`config.mk`:
```
export PLATFORM = sky130hd
export DESIGN_NAME = scpt_div
export DESIGN_NICKNAME = d
export VERILOG_FILES = /design/src/rtl/core/scpt_div.sv
export SDC_FILE = /design/constraint.sdc
export NUM_CORES = 1
export LEC_CHECK = 0
export ABC_AREA = 0
export BUFFER_PORTS_ARGS = -buffer_cell sky130_fd_sc_hd__buf_2
export CORE_MARGIN = 2
export CORE_UTILIZATION = 45
export DETAILED_ROUTE_END_ITERATION = 6
export PLACE_DENSITY = 0.7
export SYNTH_ARGS = -nofsm -noshare
export SYNTH_HDL_FRONTEND = slang
export SYNTH_SLANG_ARGS = --single-unit
```
`constraint.sdc`:
```
create_clock -name clk -period 2.4 [get_ports clk]
set_clock_uncertainty 0.2 [all_clocks]
set_input_delay 0 -clock clk [delete_from_list [all_inputs] [get_ports clk]]
set_output_delay 0 -clock clk [all_outputs]
set_load 0.05 [all_outputs]
```
`src/rtl/core/scpt_div.sv`:
```
// Restoring divider, one quotient bit per cycle: q = num / den.
module scpt_div (
  input  logic        clk,
  input  logic        rst,
  input  logic        start,
  input  logic [31:0] num,
  input  logic [16:0] den,
  output logic        done,
  output logic [31:0] quo
);

  logic [5:0]  cnt;
  logic        busy;
  logic [31:0] n;
  logic [17:0] rem;
  logic [17:0] trial;

  assign trial = {rem[16:0], n[31]} - {1'b0, den};

  always_ff @(posedge clk) begin
    if (rst) begin
      busy <= 1'b0;
      done <= 1'b0;
      cnt  <= '0;
    end else begin
      done <= 1'b0;
      if (start) begin
        busy <= 1'b1;
        cnt  <= 6'd0;
      end else if (busy) begin
        cnt <= cnt + 6'd1;
        if (cnt == 6'd31) begin
          busy <= 1'b0;
          done <= 1'b1;
        end
      end
    end
  end

  always_ff @(posedge clk) begin
    if (start) begin
      n   <= num;
      rem <= '0;
      quo <= '0;
    end else if (busy) begin
      n <= {n[30:0], 1'b0};
      if (!trial[17]) begin
        rem <= trial;
        quo <= {quo[30:0], 1'b1};
      end else begin
        rem <= {rem[16:0], n[31]};
        quo <= {quo[30:0], 1'b0};
      end
    end
  end

endmodule

```
==> summary.txt <==
Outcome: complete, but fails checks
Violated checks: setup timing
Final hold vios: 0
Sink Count: 89
Origin of the worst min-delay path: den[7]
CTS root buf: clkbuf_8
Total CTS buffers: 9
Vias per cell: 5.04
Worst reg2reg startpoint: n[31]
Post-synth top flop: dfxtp_1
CTS tree: done
# rows: 36
Hold Path End: rem[7]
Htree depth: 3
Achievable Freq: 409 MHz
Worst R2R End: rem[10]
Hold Crit Class: in2reg
Critical Path Fanout Max: 3
Power Total: 3.44 mW
EDFF count, synth: 32
Buf/Inv on CP: 1
Final Cycle Share: 1.02
Global route total overflow: 0
Arrival time worst endpoint: 2.51 ns
Synth unique cells: 57
Die ar.: 10,800 um^2
Skew-Pair Late Insertion Delay: 0.36 ns
CP cell instances: inv_2 > ha_4 > fa_2 > nand2b_4 > a21o_1 > a31oi_1 > o31a_1 > xor2_1 > nor3_2 > a2111oi_2
Synth Net Count: 500
Initial antenna violation count: 0
Max IR drop VDD: 0.447 mV
Ys async rst share: 0
Setup violations, final: 3
Die X: 104 um
I/O Buffers: 84
Fin Hold WS: 0.0818 ns
Total GRT Usage: 0.200
1st-pass router iterations: 4
Wirelength per Cell: 14.4 um
Antenna diodes: 0
Vias in the first global route: 3,849
LEAKAGE: 2.69 nW
Initial core utilization: 0.462
Worst path top cell family by delay: compound AO/OA/AOI/OAI gates
RSZ-0062 raised after global routing: true
Post-synth top area share: 0.254
CP endpoint kind: register
Synth Instances: 429
CP max stage cell: edfxtp_1
Max Root-Sink Buffers: 2
Share of post-route cells with drive strength above 1: 0.399
Core Region: 9730 um^2
First-pass GRT wire length: 17,600 um
Io pins: 85
Initial drt markers: 122
Power per cell area: 548 nW/um^2
Routed vias: 3,727
Nets: 672
Register area share after synthesis: 0.467
Minimum clock period: 2.45 ns
Number of cells on the critical path: 10
DRT Wirelength: 10,700 um
Largest area contributor in the netlist: dfxtp_1
Mapped Area: 4500 um^2
Area delta synth->final: 39.5%
Flops & latches, synth: 89
Startpoint Class: register
Die Y: 104 um
DP HPWL: 7040 um
Worst Tran Pin Value: 0.640 ns
Hold path depth: 6
Max cap viols: 0
Residual DRC: 0
ANT nets after route: 0
Count of non-filler cells in the finished layout: 739
GPL Wtd Cong: 0.932
Cell count after placement: 680
Fill cells: 793
Req. time, crit path: 2.46 ns
Synth Warn #: 0
R2r worst-path depth: 10
Clock transition at path regs: 0.09 ns
Synth Area per Inst: 10.5 um^2
FF-to-FF setup slack: -0.05 ns
Setup WS post-layout: -0.0471 ns
Rel. slew slack: 0.573
CP peak stage delay: 0.37 ns
Setup WS pre-CTS: -0.153 ns
Critical setup path kind: reg2reg
Synth top area cells: dfxtp_1 (25%), edfxtp_1 (21%), mux2i_1 (8.9%)
Largest net degree at the start of global routing: 45
Final slew viol count: 0
-- what timing repair did --
item,4_1_cts,5_1_grt
endpoints found under the hold margin,65,0
setup endpoints to repair,15,17
hold buffers,37,0
pin swaps,12,11
setup buffers,3,3
gates resized for setup,13,33
-- power breakdown --
part / total (mW) / internal, mW / switching [mW] / leakage (nW)
Clock: 1.08 / 0.513 / 0.568 / 0.111
Combinational: 0.666 / 0.358 / 0.308 / 1.79
Sequential: 1.69 / 1.65 / 0.0386 / 0.785
Total: 3.44 / 2.52 / 0.915 / 2.69
-- through the flow --
stage	cell area (um^2)	setup TNS (ns)	util
global route	6280	-1.38	0.645
global placement	5410	-0.253	0.556
detailed placement	5410	-0.688	0.556
finish	6280	-0.114	0.645
floorplan	4510	0	-
CTS	6080	-0.0602	0.625
-- cell usage after synthesis (all sizes together), types with 6 or more instances --
cell type and number:
nor2 59, dfxtp 57, mux2i 40, edfxtp 32, mux2 32, inv 24
nand2 24, ha 18, a21oi 16, o21ai 15, clkbuf 12, a211oi 9
xnor2 9, xor2 9, nor3 8, buf 6
-- tightest hold or removal path, stage by stage --
cell and delay [ns]:
buf_2 0.10, inv_1 0.08, ha_4 0.16, xor2_1 0.06, mux2i_1 0.13, o21ai_1 0.06
-- logic make-up after synthesis --
| family | share of synthesized area |
|---|---|
| AOI/OAI and AO/OA | 0.116 |
| xor gates and xnor gates | 0.0351 |
| adders and majority gates | 0.0545 |
| buffers and inverters | 0.0389 |
| DFF | 0.467 |
| muxes | 0.169 |
| and+or+nand+nor | 0.119 |
-- layer usage --
| layer | part of all wire | vias to the layer above | track usage |
|---|---|---|---|
| met5 | 0 | - | 0 |
| met4 | 0.023 | 0 | 0.0792 |
| met3 | 0.035 | 22 | 0.0414 |
| met2 | 0.51 | 72 | 0.353 |
| met1 | 0.43 | 1750 | 0.239 |
| li1 | - | 1883 | - |
-- flip-flops by register name (all words and copies together), names as in the netlist --
| register | flops |
|---|---|
| quo | 32 |
| rem | 17 |
| done | 1 |
| n | 32 |
| busy | 1 |
| cnt | 6 |
-- layout by cell type (no fill, tap or decap), types with 3 or more instances in the layout --
master / n
buf_2: 84
nor2_1: 56
buf_4: 56
dfxtp_1: 55
mux2i_1: 39
dlygate4sd3_1: 37
edfxtp_1: 32
mux2_2: 31
inv_1: 23
nand2_1: 20
a21oi_1: 11
xor2_1: 9
xnor2_1: 9
o21ai_0: 9
ha_1: 9
clkbuf_8: 9
ha_4: 8
nor3_1: 7
a211oi_1: 7
a21oi_2: 5
nand2_2: 4
o21ai_1: 4
and3_1: 3
a31oi_1: 3
or2_2: 3
a311oi_2: 3
nand4_1: 3
inv_6: 3
-- layout make-up --
| cell class | count | area (um^2) | share of cell area |
|---|---|---|---|
| well taps | 133 | 166 | 0.0265 |
| inverters | 24 | 90.1 | 0.0144 |
| multi-input cells | 298 | 2460 | 0.392 |
| clock inverters | 5 | 37.5 | 0.00598 |
| repair buffers | 179 | 1240 | 0.198 |
| clock buffers | 11 | 174 | 0.0277 |
| flip-flops and latches | 89 | 2100 | 0.335 |
-- worst max-delay path by stage --
stage	from	end	slack (ns)
6_report	n[31]	rem[10]	-0.05
2_1_floorplan	n[31]	rem[14]	0.02
3_3_place_gp	n[31]	rem[10]	-0.06
3_5_place_dp	n[31]	rem[10]	-0.15
5_1_grt	n[31]	rem[14]	-0.14
4_1_cts	n[31]	rem[10]	-0.03
Power figures use the tool's default switching activity.
